File: src/sv/polyphase_rational_resampler_defines.svh
// Assertion macros for the polyphase rational resampler.
`ifndef POLYPHASE_RATIONAL_RESAMPLER_DEFINES_SVH
`define POLYPHASE_RATIONAL_RESAMPLER_DEFINES_SVH

// Same-cycle implication, sampled on clk_i, off during reset.
`define PRR_ASSERT(lbl, ante, cons) \
  lbl: assert property (@(posedge clk_i) disable iff (!rst_ni) (ante) |-> (cons)) \
    else $error("resampler check failed");

// Next-cycle implication, sampled on clk_i, off during reset.
`define PRR_ASSERT_NEXT(lbl, ante, cons) \
  lbl: assert property (@(posedge clk_i) disable iff (!rst_ni) (ante) |=> (cons)) \
    else $error("resampler check failed");

`endif

File: src/sv/prr_pkg.sv
// Shared types and constants of the polyphase rational resampler.
package prr_pkg;

  localparam int DEF_MAX_PHASES = 256;
  localparam int DEF_MAX_HALF   = 64;
  localparam int DEF_CHANNELS   = 2;
  localparam int DEF_MAX_RUN    = 8;

  localparam int SAMPLE_W = 24;
  localparam int COEF_W   = 24;
  localparam int FACTOR_W = 9;
  localparam int HALF_W   = 7;
  localparam int CHAN_W   = 2;
  localparam int CFG_W    = 9;
  localparam int CFG_IDX_W = 2;

  typedef enum logic [CFG_IDX_W-1:0] {
    REG_INTERP = 2'd0,
    REG_DECIM  = 2'd1,
    REG_HALF   = 2'd2,
    REG_CHAN   = 2'd3
  } cfg_reg_e;

  typedef enum logic [1:0] {
    KIND_FRAME   = 2'd0,
    KIND_COEF    = 2'd1,
    KIND_RESTART = 2'd2,
    KIND_NONE    = 2'd3
  } kind_e;

  typedef enum logic [2:0] {
    S_IDLE,
    S_PASS,
    S_CHECK,
    S_TAPS,
    S_DRAIN,
    S_DIV,
    S_EMIT
  } seq_state_e;

  typedef struct packed {
    logic clr;
    logic issue;
    logic tap_en;
  } mac_ctrl_t;

endpackage

File: src/sv/prr_mac.sv
// Shared multiply-accumulate lanes with rounding and saturation.
module prr_mac #(
  parameter int CH   = 2,
  parameter int TAPS = 129
) (
  input  logic                                  clk_i,
  input  logic                                  rst_ni,
  input  prr_pkg::mac_ctrl_t                    ctrl_i,
  input  logic signed [prr_pkg::COEF_W-1:0]     coef_i,
  input  logic [CH-1:0][prr_pkg::SAMPLE_W-1:0]  samp_i,
  output logic [CH-1:0][prr_pkg::SAMPLE_W-1:0]  res_o,
  output logic                                  busy_o
);
  import prr_pkg::*;

  localparam int PRODW = SAMPLE_W + COEF_W;
  localparam int ACCW  = PRODW + $clog2(TAPS) + 1;
  localparam logic signed [ACCW-1:0] SAT_HI = ACCW'(2**(SAMPLE_W-1) - 1);
  localparam logic signed [ACCW-1:0] SAT_LO = -SAT_HI - ACCW'(1);
  localparam logic signed [ACCW-1:0] RND    = ACCW'(2**(COEF_W-3));

  logic v1_q, u1_q, v2_q;
  logic signed [PRODW-1:0] prod_q [CH];
  logic signed [ACCW-1:0]  acc_q [CH];
  logic signed [ACCW-1:0]  rnd [CH];
  logic signed [ACCW-1:0]  quo [CH];

  always_ff @(posedge clk_i or negedge rst_ni) begin
    if (!rst_ni) begin
      v1_q <= 1'b0;
      u1_q <= 1'b0;
      v2_q <= 1'b0;
    end else begin
      v1_q <= ctrl_i.issue;
      u1_q <= ctrl_i.tap_en;
      v2_q <= v1_q;
    end
  end

  always_ff @(posedge clk_i) begin
    for (int c = 0; c < CH; c++) begin
      if (v1_q) begin
        if (u1_q) begin
          prod_q[c] <= $signed(samp_i[c]) * coef_i;
        end else begin
          prod_q[c] <= '0;
        end
      end
      if (ctrl_i.clr) begin
        acc_q[c] <= '0;
      end else if (v2_q) begin
        acc_q[c] <= acc_q[c] + ACCW'(prod_q[c]);
      end
    end
  end

  always_comb begin
    for (int c = 0; c < CH; c++) begin
      rnd[c] = acc_q[c] + RND;
      quo[c] = rnd[c] >>> (COEF_W - 2);
      if (quo[c] > SAT_HI) begin
        res_o[c] = SAT_HI[SAMPLE_W-1:0];
      end else if (quo[c] < SAT_LO) begin
        res_o[c] = SAT_LO[SAMPLE_W-1:0];
      end else begin
        res_o[c] = quo[c][SAMPLE_W-1:0];
      end
    end
  end

  assign busy_o = v1_q | v2_q;

endmodule

File: config.mk
export PLATFORM = sky130hd
export DESIGN_NAME = prr_mac
export DESIGN_NICKNAME = d
export VERILOG_FILES = /design/src/sv/polyphase_rational_resampler_defines.svh /design/src/sv/prr_pkg.sv /design/src/sv/prr_mac.sv
export SDC_FILE = /design/constraint.sdc
export NUM_CORES = 2
export LEC_CHECK = 0
export BUFFER_PORTS_ARGS = -buffer_cell sky130_fd_sc_hd__buf_2
export CELL_PAD_IN_SITES_DETAIL_PLACEMENT = 1
export CELL_PAD_IN_SITES_GLOBAL_PLACEMENT = 1
export CORE_MARGIN = 5
export CORE_UTILIZATION = 52
export CTS_BUF_LIST = sky130_fd_sc_hd__clkbuf_8
export DETAILED_ROUTE_END_ITERATION = 10
export PLACE_DENSITY_LB_ADDON = 0.1
export SYNTH_ARGS = -nofsm -noshare
export SYNTH_HDL_FRONTEND = slang
export SYNTH_SLANG_ARGS = --single-unit
File: constraint.sdc
create_clock -name clk_i -period 3.8 [get_ports clk_i]
set_input_delay 0.57 -clock clk_i [delete_from_list [all_inputs] [get_ports clk_i]]
set_output_delay 0.57 -clock clk_i [all_outputs]
set_load 0.1 [all_outputs]
==> reports/metrics.cfg <==
[die]
dieArea_um2 = 116000
row_count = 121
start_util_pct = 52.3
ios = 126
core_area_um2 = 109000
die_w_um = 341
die_h_um = 341

[global_routing]
track_usage_pct = 33.3
grt_pass1_wl_um = 305000
grt_max_degree = 58
antenna_found_initial = 17
top_usage_layer = met2
grt_use_met2_pct = 56.0
grt_pass1_vias = 55200
grt_overflow_total = 0
use_met1_pct = 43.5
met3_usage_pct = 6.27

[drt]
ant_nets = 0
wl_per_cell_um = 25.8
first_iter_violations = 3886
remaining_drc_errors = 0
wl_um = 218000
dr.pass1.iters = 5
num_vias = 49300
via_per_inst = 5.85

[final_layout]
area_growth_pct = 25.3
fin_nets = 8650
area.sequential_um2 = 5900
fillers = 11900
drive_above_1_share_pct = 23.3
multi_input_area_um2 = 48400
final_cell_count_no_fill = 8432

[sta]
finalSetupViolations = 132
fin_skew_ps = 70.1
max_freq_mhz = 142
fin_crit_sh_pct = 186
max-slew-margin-rel_pct = 38.2
timing.final.ws_setup_ps = -3250
hold_violations = 0
maxSlewViolCount = 0
worst_pin_slew_ps = 925
finalCriticalPeriod_ps = 7050
rsz0062_at_grt = yes

[critical_path]
reg2reg_to = acc_q[1][53]$_SDFFCE_PN0P_
reg2reg_depth = 14
cp-startpoint = coef_i[4]
critPathSlowestCell = fa_1
cp-start-kind = input pin
end_kind = flip-flop
worstSetupPathType = input pin to flip-flop
cpMostUsedCell = fa_1
critical_path_peak_fanout = 7
worstPathArrival_ps = 7540
r2r_start = acc_q[1][10]$_SDFFCE_PN0P_
crit_end = prod_q[1][47]$_SDFFE_PP0P_
r2r_setup_slack_ps = -30
cp_slowest_stage_delay_ps = 570
required_ps = 4290

[clock_network]
cts_tree = done
htree_levels = 2
root_buffer = clkbuf_8
worstSkewPairLatency_ps = 660
cts_made_buffers = 40
max-clock-path-buffers = 3
path_clk_slew_ps = 60
clock-sinks = 213

[synth]
ys_seq_area_share_pct = 10.4
syn-cell-area_um2 = 56900
yosys-top-cells-count = 1296 x inv_1, 1216 x fa_1, 699 x nand2_1
syn-num-nets = 7910
synth_largest_area_cell = fa_1
ys_types = 73
synth.most_common_cell = inv_1
synth_ff_type = edfxtp_1
synth_cells = 6235
ys_async_sr_fraction_pct = 1.41
synth-seq-cells = 213
synth-warning-count = 0
ys_top_cells_by_area = fa_1 43%, edfxtp_1 8.5%, inv_1 8.5%
synth-edff-count = 162
synth_top_area_share_pct = 42.8
postSynthAreaPerCell_um2 = 9.13

[place]
dp_cells = 8187
hpwl_um = 155000
io_buffers = 125
gp_congestion = 0.890

[min_path]
hold_path_class = input pin to flip-flop

[outcome]
outcome = finished, violations left
violations = negative setup slack

[run]
cap_violations = 0

through the flow:
| stage | worst slack (ps) | cell area, µm² | hold slack, ps | utilization (%) | TNS, ps |
|---|---|---|---|---|---|
| finish | -3250 | 71300 | 63.2 | 65.5 | -225970 |
| global placement | -3600 | 65600 | 366 | 60.3 | -235120 |
| detailed placement | -3900 | 65600 | 370 | 60.3 | -247770 |
| floorplan | -3080 | 58800 | 274 | - | -183900 |
| global route | -3400 | 71300 | 37.4 | 65.5 | -239040 |
| CTS | -3020 | 68300 | 25.3 | 62.8 | -196740 |
layer usage:
metal / share of wire [%] / up-vias
met5: 0.017 / -
met4: 5.1 / 6
met3: 8.2 / 734
met2: 49 / 2351
met1: 38 / 25700
li1: - / 20600
cells in the final DEF (no fill, tap or decap), drive strengths merged, types with 56 or more instances in the layout:
cell type / netlist / final
inv: 1296 / 1304
edfxtp: 162 / 162
o21ai: 164 / 164
fa: 1216 / 1216
xor2: 114 / 114
a21oi: 181 / 181
ha: 382 / 382
xnor2: 134 / 134
and2: 545 / 545
buf: 4 / 972
nand2: 699 / 699
clkbuf: 283 / 56
a21o: 125 / 125
nor2: 278 / 278
nand3: 85 / 85
worst max-delay path: cells and delay by family:
| family | cells | cell delay (ps) |
|---|---|---|
| fa+ha+maj | 8 | 3570 |
| simple gates | 2 | 520 |
| compound gates | 8 | 1520 |
| xor+xnor | 1 | 150 |
| buf+inv | 10 | 1170 |
kinds of logic (layout without fill, tap and decap cells):
family / Yosys count / after routing / synth area share, %
DFF: 213 / 213 / 10.4
adders and majority gates: 1598 / 1598 / 51.2
buffers and inverters: 1584 / 2354 / 10.4
AOI/OAI and AO/OA: 709 / 709 / 7.97
xor gates and xnor gates: 248 / 248 / 3.82
other: 0 / 13 / 0
muxes: 2 / 2 / 0.0374
and+or+nand+nor: 1881 / 1881 / 16.2
sequential cells by signal (all words and copies together) (netlist names):
name,cells
v1_q,1
prod_q,96
u1_q,1
acc_q,114
v2_q,1
what timing repair did:
item / CTS / global route
resized for setup: 301 / 524
hold endpoints to repair: 3 / 0
pin swaps: 161 / 203
cloned: 6 / 9
endpoints found under the setup margin: 134 / 155
setup buffers: 63 / 91
hold buffers: 1 / 0
worst min-delay path by stage:
stage | start | cells past startpoint | end
6_report | ctrl_i[1] | 1 | v1_q$_DFF_PN0_
5_1_grt | ctrl_i[1] | 1 | v1_q$_DFF_PN0_
4_1_cts | ctrl_i[0] | 1 | u1_q$_DFF_PN0_
3_5_place_dp | rst_ni | 1 | u1_q$_DFF_PN0_
3_3_place_gp | rst_ni | 1 | v2_q$_DFF_PN0_
2_1_floorplan | rst_ni | 0 | u1_q$_DFF_PN0_
final cells by class:
| type | count | share of cell area, % |
|---|---|---|
| multi-input cells | 4438 | 67.9 |
| well taps | 1414 | 2.48 |
| clock buffers | 45 | 0.868 |
| clock inverters | 27 | 0.277 |
| flip-flops and latches | 213 | 8.28 |
| diodes | 13 | 0.0456 |
| repair buffers | 985 | 13.3 |
| inverters | 1297 | 6.84 |
Power is not shown: default switching activity piles up to over one toggle a cycle in this logic, so the estimate is an artifact.
