File: src/sv/polyphase_rational_resampler_defines.svh
// Assertion macros for the polyphase rational resampler.
`ifndef POLYPHASE_RATIONAL_RESAMPLER_DEFINES_SVH
`define POLYPHASE_RATIONAL_RESAMPLER_DEFINES_SVH

// Same-cycle implication, sampled on clk_i, off during reset.
`define PRR_ASSERT(lbl, ante, cons) \
  lbl: assert property (@(posedge clk_i) disable iff (!rst_ni) (ante) |-> (cons)) \
    else $error("resampler check failed");

// Next-cycle implication, sampled on clk_i, off during reset.
`define PRR_ASSERT_NEXT(lbl, ante, cons) \
  lbl: assert property (@(posedge clk_i) disable iff (!rst_ni) (ante) |=> (cons)) \
    else $error("resampler check failed");

`endif

File: src/sv/prr_div.sv
// Restoring divider, one quotient bit per cycle.
module prr_div #(
  parameter int NW = 10,
  parameter int DW = 9
) (
  input  logic          clk_i,
  input  logic          rst_ni,
  input  logic          start_i,
  input  logic [NW-1:0] dividend_i,
  input  logic [DW-1:0] divisor_i,
  output logic          done_o,
  output logic [NW-1:0] quot_o,
  output logic [DW-1:0] rem_o
);
  localparam int CW = $clog2(NW + 1);

  logic          busy_q, done_q;
  logic [CW-1:0] cnt_q;
  logic [DW-1:0] rem_q;
  logic [NW-1:0] quo_q;
  logic [DW:0]   trial;
  logic          fits;

  assign trial = {rem_q, quo_q[NW-1]};
  assign fits  = trial >= {1'b0, divisor_i};

  always_ff @(posedge clk_i or negedge rst_ni) begin
    if (!rst_ni) begin
      busy_q <= 1'b0;
      done_q <= 1'b0;
      cnt_q  <= '0;
      rem_q  <= '0;
      quo_q  <= '0;
    end else begin
      done_q <= 1'b0;
      if (start_i) begin
        busy_q <= 1'b1;
        cnt_q  <= CW'(NW);
        rem_q  <= '0;
        quo_q  <= dividend_i;
      end else if (busy_q) begin
        rem_q <= fits ? DW'(trial - {1'b0, divisor_i}) : DW'(trial);
        quo_q <= {quo_q[NW-2:0], fits};
        cnt_q <= cnt_q - CW'(1);
        if (cnt_q == CW'(1)) begin
          busy_q <= 1'b0;
          done_q <= 1'b1;
        end
      end
    end
  end

  assign done_o = done_q;
  assign quot_o = quo_q;
  assign rem_o  = rem_q;

endmodule

File: config.mk
export PLATFORM = sky130hd
export DESIGN_NAME = prr_div
export DESIGN_NICKNAME = d
export VERILOG_FILES = /design/src/sv/polyphase_rational_resampler_defines.svh /design/src/sv/prr_div.sv
export SDC_FILE = /design/constraint.sdc
export NUM_CORES = 1
export LEC_CHECK = 0
export BUFFER_PORTS_ARGS = -buffer_cell sky130_fd_sc_hd__buf_4
export CAP_MARGIN = 20
export CORE_ASPECT_RATIO = 1.25
export CORE_MARGIN = 1.5
export CORE_UTILIZATION = 40
export DETAILED_ROUTE_END_ITERATION = 10
export GPL_ROUTABILITY_DRIVEN = 0
export GPL_TIMING_DRIVEN = 0
export PLACE_DENSITY = 0.61
export SLEW_MARGIN = 15
export SYNTH_ARGS = -nofsm -noshare
export SYNTH_HDL_FRONTEND = slang
export SYNTH_SLANG_ARGS = --single-unit
File: constraint.sdc
create_clock -name clk_i -period 3.1 [get_ports clk_i]
set_input_delay 0.62 -clock clk_i [delete_from_list [all_inputs] [get_ports clk_i]]
set_output_delay 0.62 -clock clk_i [all_outputs]
set_load 0.005 [all_outputs]
==> results of run 1 <==
[critical path, stage by stage]
cell	delay, ps
buf_4	110
ha_1	200
fa_1	400
nand2b_2	230
a2111oi_4	450
o2111a_1	380
nor2_1	110
a311oi_1	300
[path summary, 6_finish.rpt]
kind                                        from                    end  slack (ps)  cells past startpoint
max reg2reg                quot_o[9]$_DFFE_PN0P_   rem_o[0]$_DFFE_PN0P_         460                      8
min                                       rst_ni  quot_o[2]$_DFFE_PN0P_         240                      1
min in group clk_i          cnt_q[3]$_DFFE_PN0P_   cnt_q[3]$_DFFE_PN0P_         530                      2
min reg2reg                 cnt_q[3]$_DFFE_PN0P_   cnt_q[3]$_DFFE_PN0P_         530                      2
max                                 divisor_i[0]   rem_o[0]$_DFFE_PN0P_         440                      8
max in group asynchronous                 rst_ni   rem_o[2]$_DFFE_PN0P_        2610                      1
[final cells by class]
type | instances | area [um2] | area share (%)
sequential | 25 | 625.6 | 29.10
inverter | 14 | 52.55 | 2.445
clock buffer | 3 | 41.29 | 1.921
multi-input combinational | 144 | 1003 | 46.68
buffer | 12 | 51.30 | 2.386
clock inverter | 1 | 5.005 | 0.2328
tap | 56 | 70.07 | 3.260
timing repair buffer | 40 | 300.3 | 13.97
[report_power, final]
part / leakage [uW] / internal (uW) / total, uW / switching, uW
Sequential: 0.000314 / 401 / 485 / 84.2
Clock: 0.0000255 / 89.6 / 189 / 99.2
Combinational: 0.000754 / 381 / 832 / 451
Total: 0.00109 / 872 / 1510 / 634
[metal layers]
metal,routed length (um),vias to the layer above
met2,2129,37
met5,0,-
met3,146,2
met4,13,0
met1,1805,734
li1,-,792
[through the flow]
stage / instances / hold slack, ps / utilization [%]
after floorplan: 195 / 324.4 / -
after global placement: 291 / 517.6 / 50.91
final: 295 / 243.7 / 52.03
after CTS: 295 / 249.4 / 52.03
after global routing: 295 / 253.5 / 52.03
after detailed placement: 291 / 515.5 / 50.91
[logic make-up (layout without fill, tap and decap cells)]
group / count (synthesis) / after routing / share of synthesized area, %
and+or+nand+nor: 59 / 59 / 16.10
AOI/OAI and AO/OA: 58 / 58 / 24.41
buffers and inverters: 26 / 70 / 5.993
DFF: 25 / 25 / 36.10
adders and majority gates: 12 / 12 / 9.097
muxes: 10 / 10 / 5.776
xor gates and xnor gates: 5 / 5 / 2.527
[flip-flops by register name, summed over array words and instances (netlist names)]
| signal | count |
|---|---|
| cnt_q | 4 |
| quot_o | 10 |
| done_o | 1 |
| rem_o | 9 |
| busy_q | 1 |
[cell usage after synthesis, drive strengths merged (2+ instances only)]
library cell   n  area share [%]
dfrtp         25              36
nor2          19             4.1
nand2         17             3.7
o21ai         16             4.6
inv           14             3.0
ha            11             7.9
mux2i         10             5.8
a21oi          9             2.6
a311oi         9             4.5
clkbuf         9             1.9
nand3          9             2.6
nand2b         7             2.7
a21o           4             1.7
xnor2          4             2.0
a211oi         3             1.3
buf            3             1.0
a2111oi        2             2.1
a211o          2             1.0
nor2b          2            0.72
o211ai         2            0.87
o21bai         2            0.87
o311ai         2             1.0
[placed cells by master, fill, tap and decap left out, drive strengths merged, types with 9 or more instances in the layout]
cell,n
a21oi,9
nor2,19
buf,43
clkbuf,12
ha,11
nand3,9
o21ai,16
a311oi,9
inv,14
mux2i,10
nand2,17
dfrtp,25
==> flow_summary.html, run 1 <==
<table>
<tr><th>Metric</th><th>Value</th></tr>
<tr><th colspan="2">Clock tree</th></tr>
<tr><td>Postcts setup bufs</td><td>0</td></tr>
<tr><td>Clk root buf</td><td>clkbuf_8</td></tr>
<tr><td>Number of buffers inserted for hold repair after clock tree synthesis</td><td>0</td></tr>
<tr><td>CTS tree</td><td>built</td></tr>
<tr><td>Count of instances resized after the clock tree is built</td><td>0</td></tr>
<tr><td>Clk sinks</td><td>25</td></tr>
<tr><td>CTS H-tree lvls</td><td>1</td></tr>
<tr><td>Clk_lat worst skew</td><td>260 ps</td></tr>
<tr><td>TritonCTS Buffers</td><td>3</td></tr>
<tr><td>Maximum clock insertion buffer count</td><td>2</td></tr>
<tr><td>Clock slew at the register clock pins of the worst setup and hold paths</td><td>90 ps</td></tr>
<tr><th colspan="2">Drt</th></tr>
<tr><td>Total iterations of the first detailed-routing run</td><td>5</td></tr>
<tr><td>Average wire length per cell after detail routing</td><td>13.88 um</td></tr>
<tr><td>Wire length after detailed routing</td><td>4095 um</td></tr>
<tr><td>Number of routed nets with antenna violations</td><td>0</td></tr>
<tr><td>Vias per cell</td><td>5.305</td></tr>
<tr><td>Total number of vias</td><td>1565</td></tr>
<tr><td>Remaining routing DRC violations</td><td>0</td></tr>
<tr><td>Detailed router's first-iteration violation count</td><td>51</td></tr>
<tr><th colspan="2">Global route</th></tr>
<tr><td>Global-route wire length before repair</td><td>7017 um</td></tr>
<tr><td>Met3 capacity usage during global routing</td><td>1.868%</td></tr>
<tr><td>Maximum number of pins on one net before global-route repair</td><td>26</td></tr>
<tr><td>Number of global-route vias before repair</td><td>1500</td></tr>
<tr><td>Most used routing layer in global routing</td><td>met2</td></tr>
<tr><td>Global-route met1 utilization</td><td>24.68%</td></tr>
<tr><td>Initial antenna violation count</td><td>0</td></tr>
<tr><td>Aggregate global routing overflow</td><td>0</td></tr>
<tr><td>Met2 routing resource usage after global routing</td><td>32.63%</td></tr>
<tr><td>Total routing usage reported by global routing</td><td>18.56%</td></tr>
<tr><th colspan="2">Logic synthesis</th></tr>
<tr><td>Synth async-reset ratio</td><td>100.0%</td></tr>
<tr><td>Post-synthesis average cell area</td><td>8.887 um2</td></tr>
<tr><td>Number of instances in the synthesized netlist</td><td>195</td></tr>
<tr><td>Proportion of synthesized chip area in sequential cells</td><td>36.10%</td></tr>
<tr><td>Syn nets</td><td>229</td></tr>
<tr><td>Primary FF master, synth</td><td>dfrtp_1</td></tr>
<tr><td>Number of synthesized flops with an enable pin</td><td>0</td></tr>
<tr><td>YS warnings</td><td>0</td></tr>
<tr><td>Area of the mapped netlist</td><td>1733 um2</td></tr>
<tr><td>Flip-flop and latch count after synthesis</td><td>25</td></tr>
<tr><td>Unique cell type count in the Yosys netlist</td><td>40</td></tr>
<tr><th colspan="2">Critical path</th></tr>
<tr><td>Largest fanout on the critical path</td><td>6</td></tr>
<tr><td>Type of element launching the critical path</td><td>input pin</td></tr>
<tr><td>Endpoint type of the worst setup path</td><td>flip-flop</td></tr>
<tr><td>Required time reported for the critical path endpoint</td><td>3260 ps</td></tr>
<tr><td>Type of the worst setup path</td><td>input pin to flip-flop</td></tr>
<tr><td>Data arrival time of the critical path</td><td>2810 ps</td></tr>
<tr><th colspan="2">Placed design</th></tr>
<tr><td>Post-Place Cell Area</td><td>2103 um2</td></tr>
<tr><td>Detailed placer's ending HPWL</td><td>3143 um</td></tr>
<tr><td>Post-placement worst setup slack</td><td>162.7 ps</td></tr>
<tr><td>Count of buffers from port buffering</td><td>40</td></tr>
<tr><th colspan="2">STA</th></tr>
<tr><td>Setup repair after global routing missed its margin</td><td>no</td></tr>
<tr><td>Slew @ Worst Pin</td><td>650.8 ps</td></tr>
<tr><td>Worst slew margin</td><td>56.61%</td></tr>
<tr><td>Final cycle utilization of the critical path</td><td>85.69%</td></tr>
<tr><td>Min Tclk post-route</td><td>2656 ps</td></tr>
<tr><td>Maximum operating frequency</td><td>0.3765 GHz</td></tr>
<tr><td>Total count of max-transition violations in the final report</td><td>0</td></tr>
<tr><td>PnR worst setup slack</td><td>443.7 ps</td></tr>
<tr><td># setup viols final</td><td>0</td></tr>
<tr><td>Total Negative Setup Slacks</td><td>0 ps</td></tr>
<tr><td>Final-report hold violation count</td><td>0</td></tr>
<tr><td>Worst clock skew</td><td>7.085 ps</td></tr>
<tr><th colspan="2">Die</th></tr>
<tr><td>Chip Height</td><td>76.59 um</td></tr>
<tr><td># rows</td><td>26</td></tr>
<tr><td>Horizontal extent of the die</td><td>61.87 um</td></tr>
<tr><td>Initial cell density of the core</td><td>41.94%</td></tr>
<tr><td>Die area</td><td>4739 um2</td></tr>
<tr><td>Core ar.</td><td>4131 um2</td></tr>
<tr><td>I/O pin count</td><td>42</td></tr>
<tr><th colspan="2">Final layout</th></tr>
<tr><td>Net count, final</td><td>274</td></tr>
<tr><td>Antenna fix cells</td><td>0</td></tr>
<tr><td>Count of filler cells inserted in the layout</td><td>423</td></tr>
<tr><td>Post-route cell area</td><td>2150 um2</td></tr>
<tr><td>Proportion of layout cells with a drive suffix above 1</td><td>20.50%</td></tr>
<tr><td>Area Overhead vs Synth</td><td>24.04%</td></tr>
<tr><th colspan="2">Pwr</th></tr>
<tr><td>Max rail drop VDD</td><td>0.0003552 V</td></tr>
<tr><td>Power, Total</td><td>1506 uW</td></tr>
<tr><td>Total power density per cell area</td><td>700.4 nW/um2</td></tr>
<tr><td>Leakage component of the power</td><td>0.001093 uW</td></tr>
<tr><th colspan="2">Run</th></tr>
<tr><td>Maximum Capacitance Violations</td><td>0</td></tr>
<tr><th colspan="2">Status</th></tr>
<tr><td>Outcome</td><td>finished, final reports clean</td></tr>
<tr><th colspan="2">Min path</th></tr>
<tr><td>Type of the most critical hold path</td><td>input pin to asynchronous set/reset pin</td></tr>
</table>
No activity file was read; power rests on OpenSTA's default activity.
==> inputs of run 2 (changes only) <==
Settings changed: CORE_UTILIZATION 40 to 53, PLACE_DENSITY 0.61 to 0.77.
==> run 2 against run 1 <==
Effect of this change:
- sequential share of layout area up 0.29 points
- core utilization rose by 15 points
- highest routed layer unchanged
- register-to-register slack lost 60 ps
==> flow_summary.html, run 2 (synthesis results as in run 1) <==
<table>
<tr><th>Metric</th><th>Value</th></tr>
<tr><th colspan="2">Status</th></tr>
<tr><td>Outcome</td><td>finished, final reports clean</td></tr>
<tr><th colspan="2">Critical path</th></tr>
<tr><td>WP buf/inv</td><td>1</td></tr>
<tr><td>Required time reported for the critical path endpoint</td><td>3280 ps</td></tr>
<tr><td>Critical Path Max Stage Delay</td><td>460 ps</td></tr>
<tr><td>Max stage delay cell, worst path</td><td>a2111oi_4</td></tr>
<tr><td>Family with the most delay on the worst path</td><td>compound AO/OA/AOI/OAI gates</td></tr>
<tr><td>Chain of cells forming the critical path</td><td>inv_1 &gt; ha_1 &gt; fa_1 &gt; nand2b_2 &gt; a2111oi_4 &gt; o2111a_1 &gt; o211ai_1 &gt; a311oi_1</td></tr>
<tr><td>Endpoint type of the worst setup path</td><td>flip-flop</td></tr>
<tr><td>Type of element launching the critical path</td><td>flip-flop</td></tr>
<tr><td>Largest fanout on the critical path</td><td>6</td></tr>
<tr><td>Type of the worst setup path</td><td>flip-flop to flip-flop</td></tr>
<tr><td>Data arrival time of the critical path</td><td>2880 ps</td></tr>
<tr><th colspan="2">Global route</th></tr>
<tr><td>Aggregate global routing overflow</td><td>0</td></tr>
<tr><td>Number of global-route vias before repair</td><td>1501</td></tr>
<tr><td>Maximum number of pins on one net before global-route repair</td><td>26</td></tr>
<tr><td>Total routing usage reported by global routing</td><td>24.22%</td></tr>
<tr><td>Initial antenna violation count</td><td>0</td></tr>
<tr><td>Global-route wire length before repair</td><td>6451 um</td></tr>
<tr><th colspan="2">Placed design</th></tr>
<tr><td>Count of buffers from port buffering</td><td>40</td></tr>
<tr><td>Detailed placer's ending HPWL</td><td>2996 um</td></tr>
<tr><th colspan="2">Die</th></tr>
<tr><td>Chip Height</td><td>66.93 um</td></tr>
<tr><td>Die area</td><td>3624 um2</td></tr>
<tr><td># rows</td><td>23</td></tr>
<tr><td>I/O pin count</td><td>42</td></tr>
<tr><td>Initial cell density of the core</td><td>54.74%</td></tr>
<tr><td>Horizontal extent of the die</td><td>54.15 um</td></tr>
<tr><td>Core ar.</td><td>3166 um2</td></tr>
<tr><th colspan="2">Clock tree</th></tr>
<tr><td>Count of instances resized after the clock tree is built</td><td>0</td></tr>
<tr><td>Maximum clock insertion buffer count</td><td>2</td></tr>
<tr><td>Clk_lat worst skew</td><td>280 ps</td></tr>
<tr><td>Clock slew at the register clock pins of the worst setup and hold paths</td><td>100 ps</td></tr>
<tr><td>Postcts setup bufs</td><td>0</td></tr>
<tr><td>Clk sinks</td><td>25</td></tr>
<tr><td>CTS tree</td><td>built</td></tr>
<tr><td>TritonCTS Buffers</td><td>3</td></tr>
<tr><td>Clk root buf</td><td>clkbuf_8</td></tr>
<tr><td>Number of buffers inserted for hold repair after clock tree synthesis</td><td>0</td></tr>
<tr><td>CTS H-tree lvls</td><td>1</td></tr>
<tr><th colspan="2">STA</th></tr>
<tr><td># setup viols final</td><td>0</td></tr>
<tr><td>Hold Worst Slack</td><td>229.2 ps</td></tr>
<tr><td>Setup repair after global routing missed its margin</td><td>no</td></tr>
<tr><td>Worst slew margin</td><td>57.08%</td></tr>
<tr><td>Worst clock skew</td><td>5.648 ps</td></tr>
<tr><td>Min Tclk post-route</td><td>2703 ps</td></tr>
<tr><td>Final-report hold violation count</td><td>0</td></tr>
<tr><td>Slew @ Worst Pin</td><td>643.8 ps</td></tr>
<tr><td>Maximum operating frequency</td><td>0.3700 GHz</td></tr>
<tr><td>Final cycle utilization of the critical path</td><td>87.19%</td></tr>
<tr><td>Total Negative Setup Slacks</td><td>0 ps</td></tr>
<tr><td>Total count of max-transition violations in the final report</td><td>0</td></tr>
<tr><th colspan="2">Min path</th></tr>
<tr><td>Type of the most critical hold path</td><td>input pin to asynchronous set/reset pin</td></tr>
<tr><th colspan="2">Pwr</th></tr>
<tr><td>Leakage component of the power</td><td>0.001090 uW</td></tr>
<tr><td>Total power density per cell area</td><td>712.2 nW/um2</td></tr>
<tr><td>Max rail drop VDD</td><td>0.0004925 V</td></tr>
<tr><th colspan="2">Drt</th></tr>
<tr><td>Vias per cell</td><td>5.790</td></tr>
<tr><td>Total number of vias</td><td>1598</td></tr>
<tr><td>Number of routed nets with antenna violations</td><td>0</td></tr>
<tr><td>Total iterations of the first detailed-routing run</td><td>4</td></tr>
<tr><td>Average wire length per cell after detail routing</td><td>14.43 um</td></tr>
<tr><td>Detailed router's first-iteration violation count</td><td>33</td></tr>
<tr><td>Wire length after detailed routing</td><td>3984 um</td></tr>
<tr><td>Remaining routing DRC violations</td><td>0</td></tr>
<tr><th colspan="2">Final layout</th></tr>
<tr><td>Flip-flop count of the largest register, all copies and words added</td><td>10</td></tr>
<tr><td>Area Overhead vs Synth</td><td>22.82%</td></tr>
<tr><td>Count of filler cells inserted in the layout</td><td>300</td></tr>
<tr><td>Most common cell after layout, fill and taps aside</td><td>buf_4</td></tr>
<tr><td>Proportion of layout cells with a drive suffix above 1</td><td>20.50%</td></tr>
<tr><td>Top library cells by usage in the layout, fill and taps aside</td><td>buf_4, dfrtp_1, nor2_1</td></tr>
<tr><td>Antenna fix cells</td><td>0</td></tr>
<tr><td>Net count, final</td><td>274</td></tr>
<tr><td>Sequential cell area</td><td>625.6 um2</td></tr>
<tr><td>Area of the multi-input gates</td><td>1003 um2</td></tr>
<tr><th colspan="2">Run</th></tr>
<tr><td>Maximum Capacitance Violations</td><td>0</td></tr>
</table>
run 2: final cells by class:
cell class                 count  area share, %
sequential                    25          29.39
buffer                        12          2.410
timing repair buffer          40          14.11
tap                           37          2.175
clock buffer                   3          1.940
inverter                      14          2.469
multi-input combinational    144          47.15
clock inverter                 1         0.3527
run 2: final timing paths:
check                                        end  slack [ps]             startpoint  cells past startpoint
setup reg to reg            rem_o[8]$_DFFE_PN0P_         400  quot_o[9]$_DFFE_PN0P_                      8
min in group clk_i          cnt_q[3]$_DFFE_PN0P_         530   cnt_q[3]$_DFFE_PN0P_                      2
max in group asynchronous   rem_o[2]$_DFFE_PN0P_        2620                 rst_ni                      1
hold / removal             quot_o[4]$_DFFE_PN0P_         230                 rst_ni                      1
setup / recovery            rem_o[8]$_DFFE_PN0P_         400  quot_o[9]$_DFFE_PN0P_                      8
hold reg to reg             cnt_q[3]$_DFFE_PN0P_         530   cnt_q[3]$_DFFE_PN0P_                      2
run 2: metal layers:
metal / vias to the layer above / GRT usage (%) / share of wire, %
met2: 44 / 42.17 / 54
met3: 5 / 3.363 / 3.5
met4: 0 / 10.94 / 1.2
li1: 793 / - / -
met5: - / 0 / 0
met1: 756 / 28.45 / 41
run 2: metrics by stage:
step	setup WS, ps	area (um2)	utilization (%)	total power [uW]	instances
final	397.2	2128	67.23	1516	276
after global routing	196.2	2128	67.23	1635	276
after CTS	372.9	2128	67.23	1516	276
after detailed placement	122.6	2079	65.69	1307	272
after global placement	159.0	2079	65.69	1294	272
after floorplan	503.9	1733	-	1036	195
run 2: where the power goes:
part,total (uW),switching (uW),internal (uW)
sequential,479,78.5,401
combinational,832,450,382
clock,204,113,91.4
total,1520,641,874
